**src/hw/rtl/mtu_pkg.sv**
```systemverilog
package mtu_pkg;

  localparam int unsigned STATE_WORDS  = 624;
  localparam int unsigned SHIFT_OFFSET = 397;
  localparam int unsigned IDX_W        = 10;
  localparam int unsigned WORD_W       = 32;

  localparam logic [WORD_W-1:0] MATRIX_A = 32'h9908_B0DF;
  localparam logic [WORD_W-1:0] TEMPER_B = 32'h9D2C_5680;
  localparam logic [WORD_W-1:0] TEMPER_C = 32'hEFC6_0000;

  localparam logic [IDX_W-1:0] LAST_IDX    = IDX_W'(STATE_WORDS - 1);
  localparam logic [IDX_W-1:0] STATE_END   = IDX_W'(STATE_WORDS);
  localparam logic [IDX_W:0]   OFFSET_W    = (IDX_W + 1)'(SHIFT_OFFSET);
  localparam logic [IDX_W:0]   WORDS_WIDE  = (IDX_W + 1)'(STATE_WORDS);

  // Command codes carried by an input transaction.
  localparam logic CMD_LOAD = 1'b0;
  localparam logic CMD_DRAW = 1'b1;

  typedef enum logic [2:0] {
    ST_IDLE,
    ST_GEN_START,
    ST_GEN_FIRST,
    ST_GEN_NEXT,
    ST_GEN_FAR,
    ST_GEN_WR,
    ST_DRAW_RD,
    ST_EMIT
  } mtu_state_t;

  // One access to the state memory: an optional write and a read.
  typedef struct packed {
    logic              wr_en;
    logic [IDX_W-1:0]  wr_addr;
    logic [WORD_W-1:0] wr_data;
    logic [IDX_W-1:0]  rd_addr;
  } mtu_ram_req_t;

  // Output tempering of one state word.
  function automatic logic [WORD_W-1:0] temper(input logic [WORD_W-1:0] w);
    logic [WORD_W-1:0] r;
    r = w;
    r = r ^ (r >> 11);
    r = r ^ ((r << 7) & TEMPER_B);
    r = r ^ ((r << 15) & TEMPER_C);
    r = r ^ (r >> 18);
    return r;
  endfunction

endpackage

```
**src/hw/rtl/mtu_temper.sv**
```systemverilog
// Tempering stage: registers the tempered form of the word just read.
module mtu_temper (
  input  logic                       clk,
  input  logic [mtu_pkg::WORD_W-1:0] word,
  output logic [mtu_pkg::WORD_W-1:0] tempered
);
  import mtu_pkg::*;

  logic [WORD_W-1:0] tempered_r;

  always_ff @(posedge clk) begin
    tempered_r <= temper(word);
  end

  assign tempered = tempered_r;
endmodule

```
**config.mk**
```make
export PLATFORM = sky130hd
export DESIGN_NAME = mtu_temper
export DESIGN_NICKNAME = d
export VERILOG_FILES = /design/src/hw/rtl/mtu_pkg.sv /design/src/hw/rtl/mtu_temper.sv
export SDC_FILE = /design/constraint.sdc
export NUM_CORES = 1
export LEC_CHECK = 0
export BUFFER_PORTS_ARGS = -buffer_cell sky130_fd_sc_hd__buf_2
export CORE_UTILIZATION = 40
export CTS_BUF_LIST = sky130_fd_sc_hd__clkbuf_16
export CTS_CLUSTER_DIAMETER = 50
export DETAILED_ROUTE_END_ITERATION = 7
export HOLD_SLACK_MARGIN = 0.06
export PLACE_DENSITY = 0.72
export SLEW_MARGIN = 15
export SYNTH_ARGS = -nofsm -noshare
export SYNTH_HDL_FRONTEND = slang
export SYNTH_SLANG_ARGS = --single-unit
export TNS_END_PERCENT = 30
```
**constraint.sdc**
```tcl
create_clock -name clk -period 1 [get_ports clk]
set_input_delay 0.05 -clock clk [delete_from_list [all_inputs] [get_ports clk]]
set_output_delay 0.05 -clock clk [all_outputs]
set_load 0.01 [all_outputs]
```
==> impl_summary.txt, run 1 <==
----------------------------------------------------
[Run status]
  Status ... complete, but fails checks
  Violated checks ... design-rule violations

[Die]
  Std-Cell Rows ... 20
  Total Die Area ... 3380 um2
  Effective utilization at floorplan ... 0.417
  Number of top-level pins ... 65
  CORE AREA ... 3030 um2
  Die height ... 58.2 um
  DIE WIDTH ... 58.2 um

[GRT]
  Number of global-route vias before repair ... 848
  Global-route usage over all layers ... 0.148
  Wire length of the first global-routing pass ... 3600 um
  Pin count of the biggest net entering global routing ... 11
  Global route total overflow ... 0
  Antenna violations before repair ... 0

[STA]
  Final-layout setup total negative slack ... 0 ns
  Share of the clock period used by the worst path ... 0.955
  Actual slew at the worst max-slew pin ... 0.370 ns
  Fmax ... 1.05 GHz
  Crit path time final ... 0.955 ns
  Hold violation count in the final report ... 0
  Max-Slew Margin vs Limit ... 0.752
  Count of pins over their slew limit ... 0
  RSZ-0062 raised after global routing ... no
  Total setup violations reported at the end of the flow ... 0

[CTS]
  Number of H-tree levels ... 2
  Root buffer selected by CTS ... sky130_fd_sc_hd__clkbuf_16
  Clk buf depth ... 2
  # resized after CTS ... 0
  Number of clock sinks seen by CTS ... 32
  Number of buffers created by CTS ... 5
  Clock-pin slew reported for the worst setup and hold paths after clock tree synthesis ... 0.05 ns
  TritonCTS clock tree ... done

[Synth]
  Yosys warns ... 0
  Share of synthesized area occupied by flip-flops and latches ... 0.507
  Number of storage elements in the synthesis netlist ... 32
  Cell area after synthesis ... 1260 um2
  Cells after Synth ... 90
  Yosys cell types ... 7
  Leading cell types by total area after synthesis ... sky130_fd_sc_hd__dfxtp_1, sky130_fd_sc_hd__xnor2_1, sky130_fd_sc_hd__xor2_1
  Cell type with the largest total area after synthesis ... sky130_fd_sc_hd__dfxtp_1
  Mapped Avg Cell Area ... 14.0 um2
  Mapped Nets ... 123
  Synth top area share ... 0.507

[Critical path]
  Endpoint required time on the critical path ... 1.20 ns
  Capturing element of the worst setup path ... tempered[17]
  Kind of end point of the critical path ... flop
  Crit path arrival time ... 1.15 ns
  Startpoint Class ... input port
  Critical path start-end classification ... in -> reg
  CP Launch Point ... word[28]
  Crit-path max FO ... 4

[Min path]
  Number of cells on the worst hold path ... 2
  Worst min-delay path class ... in -> reg

[Power and ir drop]
  Cell area power density ... 2210 nW/um2
  Leakage dissipation ... 0.951 nW
  Total power ... 4.33 mW
  Worst IR drop on VDD ... 1040 uV

[Placed design]
  RePlAce Congestion ... 0.731
  Half-perimeter wire length after placement ... 1790 um
  Number of input and output port buffers inserted ... 64

[Routing]
  Detailed Route Iter0 Violations ... 24
  Number of vias per cell after detailed routing ... 3.82
  DRT Pass-1 Iters ... 5
  Antenna Nets Post-Route ... 0
  Total Routed Length ... 2260 um
  Wire length per cell ... 9.90 um
  Total number of vias ... 872
  DRC viols ... 1

[Layout]
  Commonest non-fill, non-tap cell in the layout ... sky130_fd_sc_hd__buf_2
  Diode insertion count for antenna repair ... 0
  Layout cells sized above 1 ... 0.489
  Top library cells by usage in the layout, fill and taps aside ... sky130_fd_sc_hd__buf_2, sky130_fd_sc_hd__xnor2_1, sky130_fd_sc_hd__dfxtp_1
  Fillcell total ... 240
  NumNets Final ... 216
  Max reg flops ... 32
  Area delta synth->final ... 55.2%

[Flow run]
  Max-cap violation count ... 0

----------------------------------------------------
==> area by class of cell <==
| class | instances | area (um2) | share of cell area |
|---|---|---|---|
| clock buffers | 5 | 125 | 0.0639 |
| multi-input cells | 58 | 622 | 0.317 |
| flip-flops and latches | 32 | 641 | 0.327 |
| clock inverters | 3 | 13.8 | 0.00702 |
| well taps | 44 | 55.1 | 0.0281 |
| repair buffers | 86 | 503 | 0.257 |
==> cells by family (layout without fill, tap and decap cells) <==
kind of cell | Yosys count | count (layout) | synth area share
buffers and inverters | 0 | 94 | 0
xor gates and xnor gates | 58 | 58 | 0.493
DFF | 32 | 32 | 0.507
==> power by group <==
part,internal (mW),switching (mW)
combinational,0.675,0.583
sequential,1.62,0.0649
clock,0.901,0.487
total,3.19,1.14
==> worst min-delay path by stage <==
stage                   from            to  slack (ns)
floorplan           word[16]  tempered[16]        0.14
CTS                  word[6]   tempered[6]        0.07
global route        word[31]  tempered[20]        0.08
detailed placement  word[24]  tempered[31]        0.28
global placement    word[24]  tempered[31]        0.27
finish              word[30]  tempered[30]        0.07
==> stage by stage <==
step / hold WS, ns / util / setup WS (ns) / cells / instance area, um2
4_1_cts: 0.0706 / 0.647 / 0.0521 / 228 / 1960
3_5_place_dp: 0.280 / 0.578 / -0.158 / 213 / 1750
5_1_grt: 0.0820 / 0.647 / 0.00411 / 228 / 1960
2_1_floorplan: 0.143 / - / 0.0384 / 90 / 1260
3_3_place_gp: 0.273 / 0.578 / -0.0955 / 213 / 1750
6_report: 0.0675 / 0.647 / 0.0453 / 228 / 1960
==> layer usage <==
metal | vias to the layer above | wire length (um) | global-route usage
met3 | 0 | 68 | 0.0402
met1 | 381 | 886 | 0.151
met4 | 0 | 0 | 0.0714
met2 | 26 | 1300 | 0.274
met5 | - | 0 | 0
li1 | 465 | - | -
==> worst max-delay path, stage by stage <==
cell                            delay (ns)
sky130_fd_sc_hd__dlygate4sd3_1        0.54
sky130_fd_sc_hd__buf_2                0.16
sky130_fd_sc_hd__xor2_1               0.25
sky130_fd_sc_hd__xor2_1               0.15
==> cells in the mapped netlist <==
master,instances
sky130_fd_sc_hd__dfxtp_1,32
sky130_fd_sc_hd__xnor2_1,32
sky130_fd_sc_hd__xnor2_2,3
sky130_fd_sc_hd__xnor3_1,5
sky130_fd_sc_hd__xor2_1,16
sky130_fd_sc_hd__xor2_2,1
sky130_fd_sc_hd__xor3_1,1
==> repair_timing <==
action / 4_1_cts / 5_1_grt
hold endpoints to repair: 6 / 0
buffers inserted: 0 / 0
setup endpoints to repair: 0 / 0
hold buffers: 7 / 0
Note: power is estimated with default switching activity, not from simulation.
==> run 2: changes to the inputs <==
- CTS_BUF_LIST: sky130_fd_sc_hd__clkbuf_16 -> not set
==> impl_summary.txt, run 2 (synthesis gave the netlist of run 1 again) <==
----------------------------------------------------
[GRT]
  Global route total overflow ... 0 (unchanged)
  Met3 Use GR ... 0.0402 (unchanged)
  GRT Max-Usage Layer ... met2
  Wire length of the first global-routing pass ... 3830 um (+6.3%)
  Global routing usage on met1 ... 0.146 (-0.00566)
  Met2 Usage GRT ... 0.304 (+0.0296)
  Antenna violations before repair ... 0 (unchanged)
  Number of global-route vias before repair ... 930 (+9.7%)
  Global-route usage over all layers ... 0.157 (+0.00943)
  Pin count of the biggest net entering global routing ... 11 (unchanged)

[STA]
  Total setup violations reported at the end of the flow ... 0 (unchanged)
  Share of the clock period used by the worst path ... 0.960 (+0.00532)
  Count of pins over their slew limit ... 0 (unchanged)
  Actual slew at the worst max-slew pin ... 0.324 ns (-0.0458 ns)
  RSZ-0062 raised after global routing ... no
  Hold violation count in the final report ... 0 (unchanged)
  Max-Slew Margin vs Limit ... 0.783 (+0.0303)
  Crit path time final ... 0.960 ns (+0.00532 ns)
  Fmax ... 1.04 GHz (-0.55%)

[Layout]
  Diode insertion count for antenna repair ... 0 (unchanged)
  Top library cells by usage in the layout, fill and taps aside ... sky130_fd_sc_hd__buf_2, sky130_fd_sc_hd__xnor2_1, sky130_fd_sc_hd__dfxtp_1
  Area delta synth->final ... 57.6%
  NumNets Final ... 226 (+4.6%)
  Count of non-filler cells in the finished layout ... 238 (+4.4%)
  Max reg flops ... 32 (unchanged)
  Fillcell total ... 244 (+1.7%)
  Area taken by multi-input logic gates ... 629 um2 (+1.2%)
  Layout cells sized above 1 ... 0.474 (-0.0149)
  Commonest non-fill, non-tap cell in the layout ... sky130_fd_sc_hd__buf_2
  Combined flip-flop and latch cell area ... 641 um2 (unchanged)

[Placed design]
  Total instance count after detailed placement ... 213 (unchanged)
  RePlAce Congestion ... 0.731 (unchanged)
  Half-perimeter wire length after placement ... 1790 um (unchanged)
  Number of input and output port buffers inserted ... 64 (unchanged)

[CTS]
  Number of clock sinks seen by CTS ... 32 (unchanged)
  Number of H-tree levels ... 2 (unchanged)
  Clock-pin slew reported for the worst setup and hold paths after clock tree synthesis ... 0.10 ns (+0.05 ns)
  Root buffer selected by CTS ... sky130_fd_sc_hd__clkbuf_4
  Number of buffers created by CTS ... 5 (unchanged)
  TritonCTS clock tree ... done
  Clk buf depth ... 2 (unchanged)

[Critical path]
  Crit-path max FO ... 2 (-2)
  Kind of end point of the critical path ... flop
  Dominant delay contributor by cell family on the critical path ... buffers and inverters
  Crit-path cells ... buf_2, dlygate4sd3_1, buf_4, xor2_2, xor2_1
  Crit path arrival time ... 1.18 ns (+0.03 ns)
  Startpoint Class ... input port
  Critical path's slowest cell ... sky130_fd_sc_hd__dlygate4sd3_1
  Endpoint required time on the critical path ... 1.22 ns (+0.02 ns)
  Critical Path Max Stage Delay ... 0.55 ns (about the same)
  Buffers plus inverters on the worst setup path ... 3 (+1)
  Critical path start-end classification ... in -> reg

[Die]
  CORE AREA ... 3030 um2 (unchanged)
  DIE WIDTH ... 58.2 um (unchanged)
  Effective utilization at floorplan ... 0.417 (unchanged)
  Std-Cell Rows ... 20 (unchanged)
  Number of top-level pins ... 65 (unchanged)
  Die height ... 58.2 um (unchanged)
  Total Die Area ... 3380 um2 (unchanged)

[Routing]
  Wire length per cell ... 10.3 um (+3.5%)
  Detailed Route Iter0 Violations ... 27 (+13%)
  Number of vias per cell after detailed routing ... 3.92 (+2.6%)
  DRT Pass-1 Iters ... 5 (unchanged)
  Total number of vias ... 934 (+7.1%)
  DRC viols ... 1 (unchanged)
  Total Routed Length ... 2440 um (+8.1%)
  Antenna Nets Post-Route ... 0 (unchanged)

[Power and ir drop]
  Leakage dissipation ... 0.961 nW (+1.1%)
  Total power ... 3.74 mW (-14%)
  Cell area power density ... 1880 nW/um2 (-15%)
  Worst IR drop on VDD ... 883 uV (-15%)

[Flow run]
  Max-cap violation count ... 0 (unchanged)

[Run status]
  Status ... complete, but fails checks
  Violated checks ... design-rule violations

[Min path]
  Worst min-delay path class ... in -> reg

----------------------------------------------------
==> run 2: changes by cell type in the layout (fill, tap and decap cells not counted), sizes merged <==
cell	previous run	this run
clkbuf	5	6
clkinv	3	2
dlygate4sd3	7	17
==> run 2: metrics by stage <==
step / hold slack (ns) / utilization / TNS (ns) / area (um2) / setup WS [ns]
2_1_floorplan: 0.143 / - / 0 / 1260 / 0.0384
3_3_place_gp: 0.273 / 0.578 / -0.398 / 1750 / -0.0955
3_5_place_dp: 0.280 / 0.578 / -0.813 / 1750 / -0.158
4_1_cts: 0.0620 / 0.655 / 0 / 1980 / 0.0276
5_1_grt: 0.0638 / 0.657 / 0 / 1990 / 0.0202
6_report: 0.0635 / 0.657 / 0 / 1990 / 0.0400
==> run 2: final cells by class <==
class / count / share of cell area
multi-input cells: 58 / 0.316
repair buffers: 96 / 0.303
flip-flops and latches: 32 / 0.322
clock buffers: 6 / 0.0258
clock inverters: 2 / 0.00503
well taps: 44 / 0.0277
==> run 2: worst min-delay path, delay by kind of cell <==
| kind | cells | cell delay, ns |
|---|---|---|
| buffers and inverters | 1 | 0.11 |
| xor gates and xnor gates | 2 | 0.19 |
==> run 2: per-layer routing <==
metal	share of wire	up-vias
met5	0	-
met2	0.58	32
met1	0.36	412
met3	0.041	6
met4	0.020	0
li1	-	484
==> run 2: final timing paths <==
check / to / start / slack [ns] / cells past startpoint
worst max-delay path: tempered[17] / word[13] / 0.04 / 5
worst min-delay path: tempered[4] / word[15] / 0.06 / 3
==> run 2: what timing repair did <==
item                                    CTS  global route
setup buffers                             0             0
endpoints found under the setup margin    0             2
hold buffers                             17             0
endpoints found under the hold margin    17             0
resized for setup                         0             1
==> run 2: power by group <==
part	leakage, nW	switching [mW]	total [mW]	internal, mW
Clock	0.0380	0.428	0.762	0.334
Sequential	0.270	0.0656	1.68	1.61
Combinational	0.653	0.594	1.30	0.708
