<file path="config.mk">
export PLATFORM = sky130hd
export DESIGN_NAME = mtu_ctrl
export DESIGN_NICKNAME = d
export VERILOG_FILES = /design/src/hw/rtl/mtu_pkg.sv /design/src/hw/rtl/mtu_ctrl.sv
export SDC_FILE = /design/constraint.sdc
export NUM_CORES = 1
export LEC_CHECK = 0
export BUFFER_PORTS_ARGS = -buffer_cell sky130_fd_sc_hd__buf_2
export CORE_MARGIN = 5
export CORE_UTILIZATION = 47
export CTS_BUF_LIST = sky130_fd_sc_hd__clkbuf_4
export DETAILED_ROUTE_END_ITERATION = 7
export PLACE_DENSITY = 0.86
export SKIP_CTS_REPAIR_TIMING = 1
export SYNTH_ARGS = -nofsm -noshare
export SYNTH_HDL_FRONTEND = slang
export SYNTH_SLANG_ARGS = --single-unit
</file>
<file path="constraint.sdc">
create_clock -name clk -period 2.94 [get_ports clk]
set_input_delay 0.294 -clock clk [delete_from_list [all_inputs] [get_ports clk]]
set_output_delay 0.294 -clock clk [all_outputs]
set_load 0.01 [all_outputs]
</file>
<file path="src/hw/rtl/mtu_pkg.sv">
package mtu_pkg;

  localparam int unsigned STATE_WORDS  = 624;
  localparam int unsigned SHIFT_OFFSET = 397;
  localparam int unsigned IDX_W        = 10;
  localparam int unsigned WORD_W       = 32;

  localparam logic [WORD_W-1:0] MATRIX_A = 32'h9908_B0DF;
  localparam logic [WORD_W-1:0] TEMPER_B = 32'h9D2C_5680;
  localparam logic [WORD_W-1:0] TEMPER_C = 32'hEFC6_0000;

  localparam logic [IDX_W-1:0] LAST_IDX    = IDX_W'(STATE_WORDS - 1);
  localparam logic [IDX_W-1:0] STATE_END   = IDX_W'(STATE_WORDS);
  localparam logic [IDX_W:0]   OFFSET_W    = (IDX_W + 1)'(SHIFT_OFFSET);
  localparam logic [IDX_W:0]   WORDS_WIDE  = (IDX_W + 1)'(STATE_WORDS);

  // Command codes carried by an input transaction.
  localparam logic CMD_LOAD = 1'b0;
  localparam logic CMD_DRAW = 1'b1;

  typedef enum logic [2:0] {
    ST_IDLE,
    ST_GEN_START,
    ST_GEN_FIRST,
    ST_GEN_NEXT,
    ST_GEN_FAR,
    ST_GEN_WR,
    ST_DRAW_RD,
    ST_EMIT
  } mtu_state_t;

  // One access to the state memory: an optional write and a read.
  typedef struct packed {
    logic              wr_en;
    logic [IDX_W-1:0]  wr_addr;
    logic [WORD_W-1:0] wr_data;
    logic [IDX_W-1:0]  rd_addr;
  } mtu_ram_req_t;

  // Output tempering of one state word.
  function automatic logic [WORD_W-1:0] temper(input logic [WORD_W-1:0] w);
    logic [WORD_W-1:0] r;
    r = w;
    r = r ^ (r >> 11);
    r = r ^ ((r << 7) & TEMPER_B);
    r = r ^ ((r << 15) & TEMPER_C);
    r = r ^ (r >> 18);
    return r;
  endfunction

endpackage

</file>
<file path="src/hw/rtl/mtu_ctrl.sv">
// Sequencer: loads, in-place state regeneration and draws through the one state memory.
module mtu_ctrl (
  input  logic                       clk,
  input  logic                       rst_n,
  input  logic                       in_valid,
  input  logic                       in_cmd,
  input  logic [mtu_pkg::IDX_W-1:0]  in_word_index,
  input  logic [mtu_pkg::WORD_W-1:0] in_seed_word,
  output logic                       in_ready,
  output logic                       out_valid,
  output logic [mtu_pkg::WORD_W-1:0] out_word,
  input  logic                       out_ready,
  output mtu_pkg::mtu_ram_req_t      ram_req,
  input  logic [mtu_pkg::WORD_W-1:0] rd_data,
  input  logic [mtu_pkg::WORD_W-1:0] tempered
);
  import mtu_pkg::*;

  mtu_state_t        state_r, state_nxt;
  logic [IDX_W-1:0]  k_r, k_nxt;
  logic [IDX_W-1:0]  pos_r, pos_nxt;
  logic [WORD_W-1:0] cur_r, cur_nxt;
  logic [WORD_W-1:0] nxt_r, nxt_nxt;
  logic              out_valid_r, out_valid_nxt;
  logic [WORD_W-1:0] out_word_r, out_word_nxt;

  logic              in_fire;
  logic              load_ok;
  logic              emit_ok;
  logic [IDX_W-1:0]  k_plus1;
  logic [IDX_W:0]    far_sum;
  logic [IDX_W-1:0]  far_idx;
  logic [WORD_W-1:0] mix_y;
  logic [WORD_W-1:0] twisted;

  assign in_fire = in_valid && in_ready;
  assign load_ok = in_word_index < STATE_END;
  assign emit_ok = !out_valid_r || out_ready;

  // Neighbor indexes of the word being regenerated, wrapped around the state.
  assign k_plus1 = (k_r == LAST_IDX) ? '0 : k_r + 1'b1;
  assign far_sum = {1'b0, k_r} + OFFSET_W;
  assign far_idx = (far_sum >= WORDS_WIDE) ? IDX_W'(far_sum - WORDS_WIDE)
                                           : far_sum[IDX_W-1:0];

  // Twist of one word: upper bit of word k, lower bits of word k+1.
  assign mix_y   = {cur_r[WORD_W-1], nxt_r[WORD_W-2:0]};
  assign twisted = rd_data ^ (mix_y >> 1) ^ (mix_y[0] ? MATRIX_A : '0);

  // Next state.
  always_comb begin
    state_nxt = state_r;
    unique case (state_r)
      ST_IDLE: begin
        if (in_fire && in_cmd == CMD_DRAW) begin
          state_nxt = (pos_r == STATE_END) ? ST_GEN_START : ST_DRAW_RD;
        end
      end
      ST_GEN_START: state_nxt = ST_GEN_FIRST;
      ST_GEN_FIRST: state_nxt = ST_GEN_FAR;
      ST_GEN_NEXT:  state_nxt = ST_GEN_FAR;
      ST_GEN_FAR:   state_nxt = ST_GEN_WR;
      ST_GEN_WR:    state_nxt = (k_r == LAST_IDX) ? ST_DRAW_RD : ST_GEN_NEXT;
      ST_DRAW_RD:   state_nxt = ST_EMIT;
      ST_EMIT: begin
        if (tempered == '0 || emit_ok) begin
          state_nxt = ST_IDLE;
        end
      end
      default:      state_nxt = ST_IDLE;
    endcase
  end

  // Outputs and datapath updates.
  always_comb begin
    in_ready        = 1'b0;
    ram_req.wr_en   = 1'b0;
    ram_req.wr_addr = in_word_index;
    ram_req.wr_data = in_seed_word;
    ram_req.rd_addr = pos_r;
    k_nxt           = k_r;
    pos_nxt         = pos_r;
    cur_nxt         = cur_r;
    nxt_nxt         = nxt_r;
    out_valid_nxt   = out_valid_r && !out_ready;
    out_word_nxt    = out_word_r;
    unique case (state_r)
      ST_IDLE: begin
        in_ready = 1'b1;
        if (in_fire && in_cmd == CMD_LOAD && load_ok) begin
          ram_req.wr_en = 1'b1;
          pos_nxt       = '0;
        end
        k_nxt = '0;
      end
      ST_GEN_START: begin
        ram_req.rd_addr = '0;
      end
      ST_GEN_FIRST: begin
        cur_nxt         = rd_data;
        ram_req.rd_addr = k_plus1;
      end
      ST_GEN_NEXT: begin
        ram_req.rd_addr = k_plus1;
      end
      ST_GEN_FAR: begin
        nxt_nxt         = rd_data;
        ram_req.rd_addr = far_idx;
      end
      ST_GEN_WR: begin
        ram_req.wr_en   = 1'b1;
        ram_req.wr_addr = k_r;
        ram_req.wr_data = twisted;
        cur_nxt         = nxt_r;
        k_nxt           = k_plus1;
        // The last word done, the first fresh word is fetched for the draw.
        if (k_r == LAST_IDX) begin
          pos_nxt         = '0;
          ram_req.rd_addr = '0;
        end
      end
      ST_DRAW_RD: begin
        ram_req.rd_addr = pos_r;
        pos_nxt         = pos_r + 1'b1;
      end
      ST_EMIT: begin
        // Keep reading the drawn word so the tempered value holds while stalled.
        ram_req.rd_addr = pos_r - 1'b1;
        if (tempered != '0 && emit_ok) begin
          out_valid_nxt = 1'b1;
          out_word_nxt  = tempered;
        end
      end
      default: begin
      end
    endcase
  end

  // Control registers.
  always_ff @(posedge clk) begin
    if (!rst_n) begin
      state_r     <= ST_IDLE;
      pos_r       <= '0;
      k_r         <= '0;
      out_valid_r <= 1'b0;
    end else begin
      state_r     <= state_nxt;
      pos_r       <= pos_nxt;
      k_r         <= k_nxt;
      out_valid_r <= out_valid_nxt;
    end
  end

  // Payload registers.
  always_ff @(posedge clk) begin
    cur_r      <= cur_nxt;
    nxt_r      <= nxt_nxt;
    out_word_r <= out_word_nxt;
  end

  assign out_valid = out_valid_r;
  assign out_word  = out_word_r;
endmodule

</file>
==> results of run 1 <==
## state kept, by name, summed over array words and instances (netlist names)
signal / count
cur_r: 1
k_r: 10
nxt_r: 32
out_valid: 1
out_word: 32
pos_r: 10
state_r: 3
## report_power, final
| group | total [mW] | switching, mW | internal [mW] |
|---|---|---|---|
| Sequential | 1.65 | 0.120 | 1.53 |
| Clock | 0.775 | 0.490 | 0.285 |
| Combinational | 1.36 | 0.823 | 0.538 |
## placed cells by master, fill, tap and decap left out, types with 19 or more instances in the layout
cell type	netlist	layout
buf_2	5	196
dlygate4sd3_1	0	19
dfxtp_1	24	19
nor2_1	24	23
nand2_1	93	91
o21ai_0	69	67
xnor2_1	38	36
a21oi_1	21	21
xor2_1	21	21
buf_4	1	36
edfxtp_1	65	65
## layer usage
| metal | vias up | part of all wire [%] | GRT usage [%] |
|---|---|---|---|
| li1 | 2591 | - | - |
| met1 | 2571 | 38 | 28.7 |
| met2 | 339 | 50 | 39.1 |
| met3 | 58 | 9.0 | 5.82 |
| met4 | 6 | 2.8 | 6.82 |
| met5 | - | 0.26 | 0 |
## kinds of logic after synthesis
logic type | Yosys count | share of synthesized area [%]
AOI/OAI and AO/OA | 158 | 19.1
xor gates and xnor gates | 59 | 9.55
muxes | 2 | 0.393
buffers and inverters | 52 | 4.41
adders and majority gates | 6 | 1.39
DFF | 89 | 44.9
and+or+nand+nor | 220 | 20.2
## area by class of cell
class / instances / share of cell area, %
Antenna cell: 1 / 0.0347
Inverter: 9 / 0.469
Multi-Input combinational cell: 445 / 40.1
Tap cell: 143 / 2.48
Clock inverter: 7 / 1.34
Sequential cell: 89 / 33.9
Clock buffer: 9 / 0.938
Timing Repair Buffer: 255 / 20.7
## path summary, 6_finish.rpt
check,depth (start not counted),to,from
max reg2reg,8,pos_r[4]$_SDFFE_PN0P_,k_r[4]$_SDFFE_PN0P_
min,1,out_word[28]$_DFFE_PP_,tempered[28]
max,10,ram_req[8],k_r[0]$_SDFFE_PN0P_
min reg2reg,1,pos_r[6]$_SDFFE_PN0P_,pos_r[6]$_SDFFE_PN0P_
## metrics by stage
| stage | setup TNS (ns) | std cells | worst slack [ns] | area [um2] | hold slack [ns] |
|---|---|---|---|---|---|
| after floorplan | 0 | 586 | 0.0273 | 5410 | 0.393 |
| after global placement | 0 | 908 | 0.122 | 6560 | 0.485 |
| after detailed placement | 0 | 908 | 0.0954 | 6560 | 0.488 |
| after CTS | -1.61 | 924 | -0.447 | 6730 | -0.0102 |
| after global routing | -1.50 | 958 | -0.362 | 7200 | -0.00306 |
| final | -0.723 | 958 | -0.231 | 7200 | 0.0103 |
## worst max-delay path: stages (launching register included)
cell and delay, ns:
dfxtp_4 0.40, a211o_1 0.34, nand2_2 0.10, xnor2_2 0.13, ha_2 0.22, nand2_1 0.05, a211o_1 0.29, a211o_1 0.32
a2111o_1 0.37, nand3_1 0.08, buf_2 0.13
==> results.toml, run 1 <==
[run_status]
run_status = "finished with violations"
violations = "negative setup slack"

[yosys]
synth.most_common_cell = "nand2_1"
synthesis.instances = 586
netlist_top_cells_count = "93 x nand2_1, 69 x o21ai_0, 65 x edfxtp_1, 38 x xnor2_1, 29 x clkbuf_1"
synth_fp_nets = 703
synth-edff-count = 65
synth_cell_types = 69
yosysSeqAreaShare_pct = 44.9
synthTopCellsByArea = "edfxtp_1 36%, dfxtp_1 8.9%, nand2_1 6.4%"
yosysWarningCount = 0
synth_top_cell_by_area = "edfxtp_1"
avgSynthCellArea_um2 = 9.24
ys_ff_latch = 89
ys.flop_type = "edfxtp_1"
synth_area_mm2 = 0.00541
ys_async_sr_fraction_pct = 0
synth_top_area_share_pct = 36.1

[die]
die_h_um = 117
num_rows = 39
die_area_mm2 = 0.0138
dieWidth_um = 117
boundaryPins = 198
core_area_mm2 = 0.0114
start_util_pct = 47.6

[clock_tree]
clkTransAtPathRegs_ns = 0.16
root_buffer = "clkbuf_4"
clk_latency_ns = 0.46
cts.sinks = 89
cts_tree = "yes"
htreeDepth = 3
cts_buffers = 9
ctsLongestPathBuffers = 2

[run]
drv_cap = 0

[global_routing]
grt_overflow = 0
grt_max_degree = 81
grt_pass1_vias = 4830
antenna_found_initial = 4
grt_first_pass_wirelength_um = 25900
grt_usage_pct = 23.0

[detailed_routing]
finalWirelength_um = 17600
vias = 5565
drt_first_iter_violations = 516
wl_per_cell_um = 18.4
ant_nets = 0
drc = 0
drt-vias-per-instance = 5.81
drt-pass1-iter-count = 8

[worst_setup_path]
cp_data_required_time_ns = 2.65
rrSetupSlack_ns = 0.50
end_kind = "output port"
critPathLaunchType = "flop"
arrival_ns = 2.88
critPathMaxFanout = 5
path_class = "flop to output port"

[final_layout]
drive_above_1_share_pct = 35.7
fin_util_pct = 63.4
area_growth_syn_to_layout_pct = 33.1
regArea_mm2 = 0.00244
fill_cells = 946
multiInputGateArea_mm2 = 0.00289
nets = 926

[timing]
finClkSkew_ns = 0.0167
hold_viol = 0
finalCriticalPeriod_ns = 3.17
setup-violations-final = 5
tightest_slew_ns = 0.785
rsz0062_at_grt = "true"
maxSlewViolCount = 0
finalCritPeriodShare_pct = 108
max_freq_mhz = 315
setup_ws_ns = -0.231
maxSlewHeadroom_pct = 47.6

[power]
vdd_ir_drop_max_mv = 0.347
power_leakage_nw = 3.01
total_power_mw = 3.79
powerDensity_mw_per_mm2 = 526

[place]
dp_hpwl_um = 12800
io_buffers = 197
gp_congestion = 0.940

[min_path]
hp-class = "input port to flop"
Power figures use the tool's default switching activity.
==> inputs of run 2 (changes only) <==
--- a/config.mk
+++ b/config.mk
@@ -6,7 +6,6 @@
 export NUM_CORES = 1
 export LEC_CHECK = 0
 export BUFFER_PORTS_ARGS = -buffer_cell sky130_fd_sc_hd__buf_2
-export CORE_MARGIN = 5
 export CORE_UTILIZATION = 47
 export CTS_BUF_LIST = sky130_fd_sc_hd__clkbuf_4
 export DETAILED_ROUTE_END_ITERATION = 7
==> run 2 against run 1 <==
The flow still finishes with violations (negative setup slack); critical path type unchanged; utilization grew 1.9 points; critical path depth rose by 1; total power grew 0.50%; first-iteration DRC count up 36%; maximum frequency shrank 1.3%; worst hold slack gained 0.012 ns; cell count grew 0.94%; global-route usage increased by 3.8 points; setup slack got worse by 0.042 ns; sequential cell count unchanged.
==> results.toml, run 2 (synthesized netlist as in run 1, its figures left out) <==
[global_routing]
grt_overflow = 0
grt_max_degree = 82
use_met1_pct = 33.6
busiest_layer = "met2"
grt_use_met2_pct = 46.7
grt_pass1_vias = 4500
antenna_found_initial = 2
grt_first_pass_wirelength_um = 24000
grt_usage_pct = 26.8
grt_util_met3_pct = 5.28

[timing]
finalCriticalPeriod_ns = 3.21
setup-violations-final = 6
max_freq_mhz = 311
finClkSkew_ns = 0.0262
setup_tns_ns = -0.804
setup_ws_ns = -0.273
maxSlewHeadroom_pct = 45.5
finalCritPeriodShare_pct = 109
hold_viol = 0
maxSlewViolCount = 0
tightest_slew_ns = 0.818
rsz0062_at_grt = "true"

[final_layout]
stdcell_area_mm2 = 0.00720
final_cell_mix = "197 x buf_2, 92 x nand2_1, 68 x o21ai_0, 65 x edfxtp_1"
fin_util_pct = 65.3
layout_commonest_cell = "buf_2"
area_growth_syn_to_layout_pct = 33.0
nets = 937
fill_cells = 875
drive_above_1_share_pct = 33.2

[detailed_routing]
drt-pass1-iter-count = 6
vias = 5628
drt_first_iter_violations = 701
finalWirelength_um = 17800
drt-vias-per-instance = 5.82
drc = 0
wl_per_cell_um = 18.4
ant_nets = 0

[worst_setup_path]
cp_data_required_time_ns = 2.65
critPathLaunchType = "flop"
cp-startpoint = "k_r[0]$_SDFFE_PN0P_"
end_kind = "output port"
reg2reg_from = "k_r[4]$_SDFFE_PN0P_"
path_class = "flop to output port"
critPathMaxFanout = 4
arrival_ns = 2.92

[min_path]
min-delay-start = "tempered[27]"
hp-class = "input port to flop"

[place]
dp_hpwl_um = 12500
placed_area_mm2 = 0.00660
gp_congestion = 0.946
io_buffers = 197

[clock_tree]
cts_tree = "yes"
clk_latency_ns = 0.47
cts.sinks = 89
htreeDepth = 3
root_buffer = "clkbuf_4"
ctsLongestPathBuffers = 2
cts_buffers = 9
clkTransAtPathRegs_ns = 0.16

[run_status]
violations = "negative setup slack"
run_status = "finished with violations"

[die]
die_area_mm2 = 0.0119
start_util_pct = 49.1
boundaryPins = 198
die_h_um = 109
num_rows = 38
dieWidth_um = 109
core_area_mm2 = 0.0110

[power]
power_leakage_nw = 3.03
vdd_ir_drop_max_mv = 0.352
powerDensity_mw_per_mm2 = 529

[run]
drv_cap = 0
-- run 2: changes by cell type in the layout (fill, tap and decap cells not counted), sizes merged --
cell	before	now
diode	1	2
buf	236	230
dlygate4sd3	19	36
-- run 2: path summary, 6_finish.rpt --
kind                                 end  slack, ns  cells past startpoint
setup / recovery              ram_req[8]      -0.27                     11
hold reg to reg    pos_r[6]$_SDFFE_PN0P_       0.55                      1
hold / removal    out_word[27]$_DFFE_PP_       0.02                      1
setup reg to reg   pos_r[4]$_SDFFE_PN0P_       0.46                      7
-- run 2: power breakdown --
group / internal, mW / switching (mW) / total (mW)
Combinational: 0.553 / 0.830 / 1.38
Sequential: 1.54 / 0.132 / 1.67
Clock: 0.275 / 0.483 / 0.758
-- run 2: cell type report --
| class | count | area, um2 | area share (%) |
|---|---|---|---|
| Antenna cell | 2 | 5.00 | 0.0695 |
| Clock buffer | 9 | 67.6 | 0.938 |
| Clock inverter | 7 | 86.3 | 1.20 |
| Inverter | 9 | 33.8 | 0.469 |
| Multi-Input combinational cell | 445 | 2800 | 38.8 |
| Sequential cell | 89 | 2440 | 33.9 |
| Tap cell | 140 | 175 | 2.43 |
| Timing Repair Buffer | 266 | 1600 | 22.2 |
-- run 2: stage by stage --
step | cells | setup slack, ns | power, mW | hold slack (ns)
after floorplan | 586 | 0.0273 | 2.49 | 0.393
after global placement | 910 | 0.161 | 2.95 | 0.487
after detailed placement | 910 | 0.101 | 2.98 | 0.487
after CTS | 926 | -0.441 | 3.71 | -0.0106
after global routing | 967 | -0.416 | 4.00 | -0.0101
final | 967 | -0.273 | 3.81 | 0.0220
-- run 2: worst max-delay path, cell delays in order (launching register included) --
cell	delay, ns
dfxtp_2	0.37
buf_6	0.12
a211o_1	0.33
nand2_2	0.10
xnor2_2	0.13
ha_2	0.20
nand2_1	0.05
a211o_1	0.28
a211o_1	0.30
a2111o_1	0.37
nand3_1	0.08
buf_2	0.12
-- run 2: routing by layer --
layer	up-vias	share of wire (%)
met1	2575	38
met3	62	9.0
met2	378	50
li1	2613	-
met5	-	0
met4	0	3.4
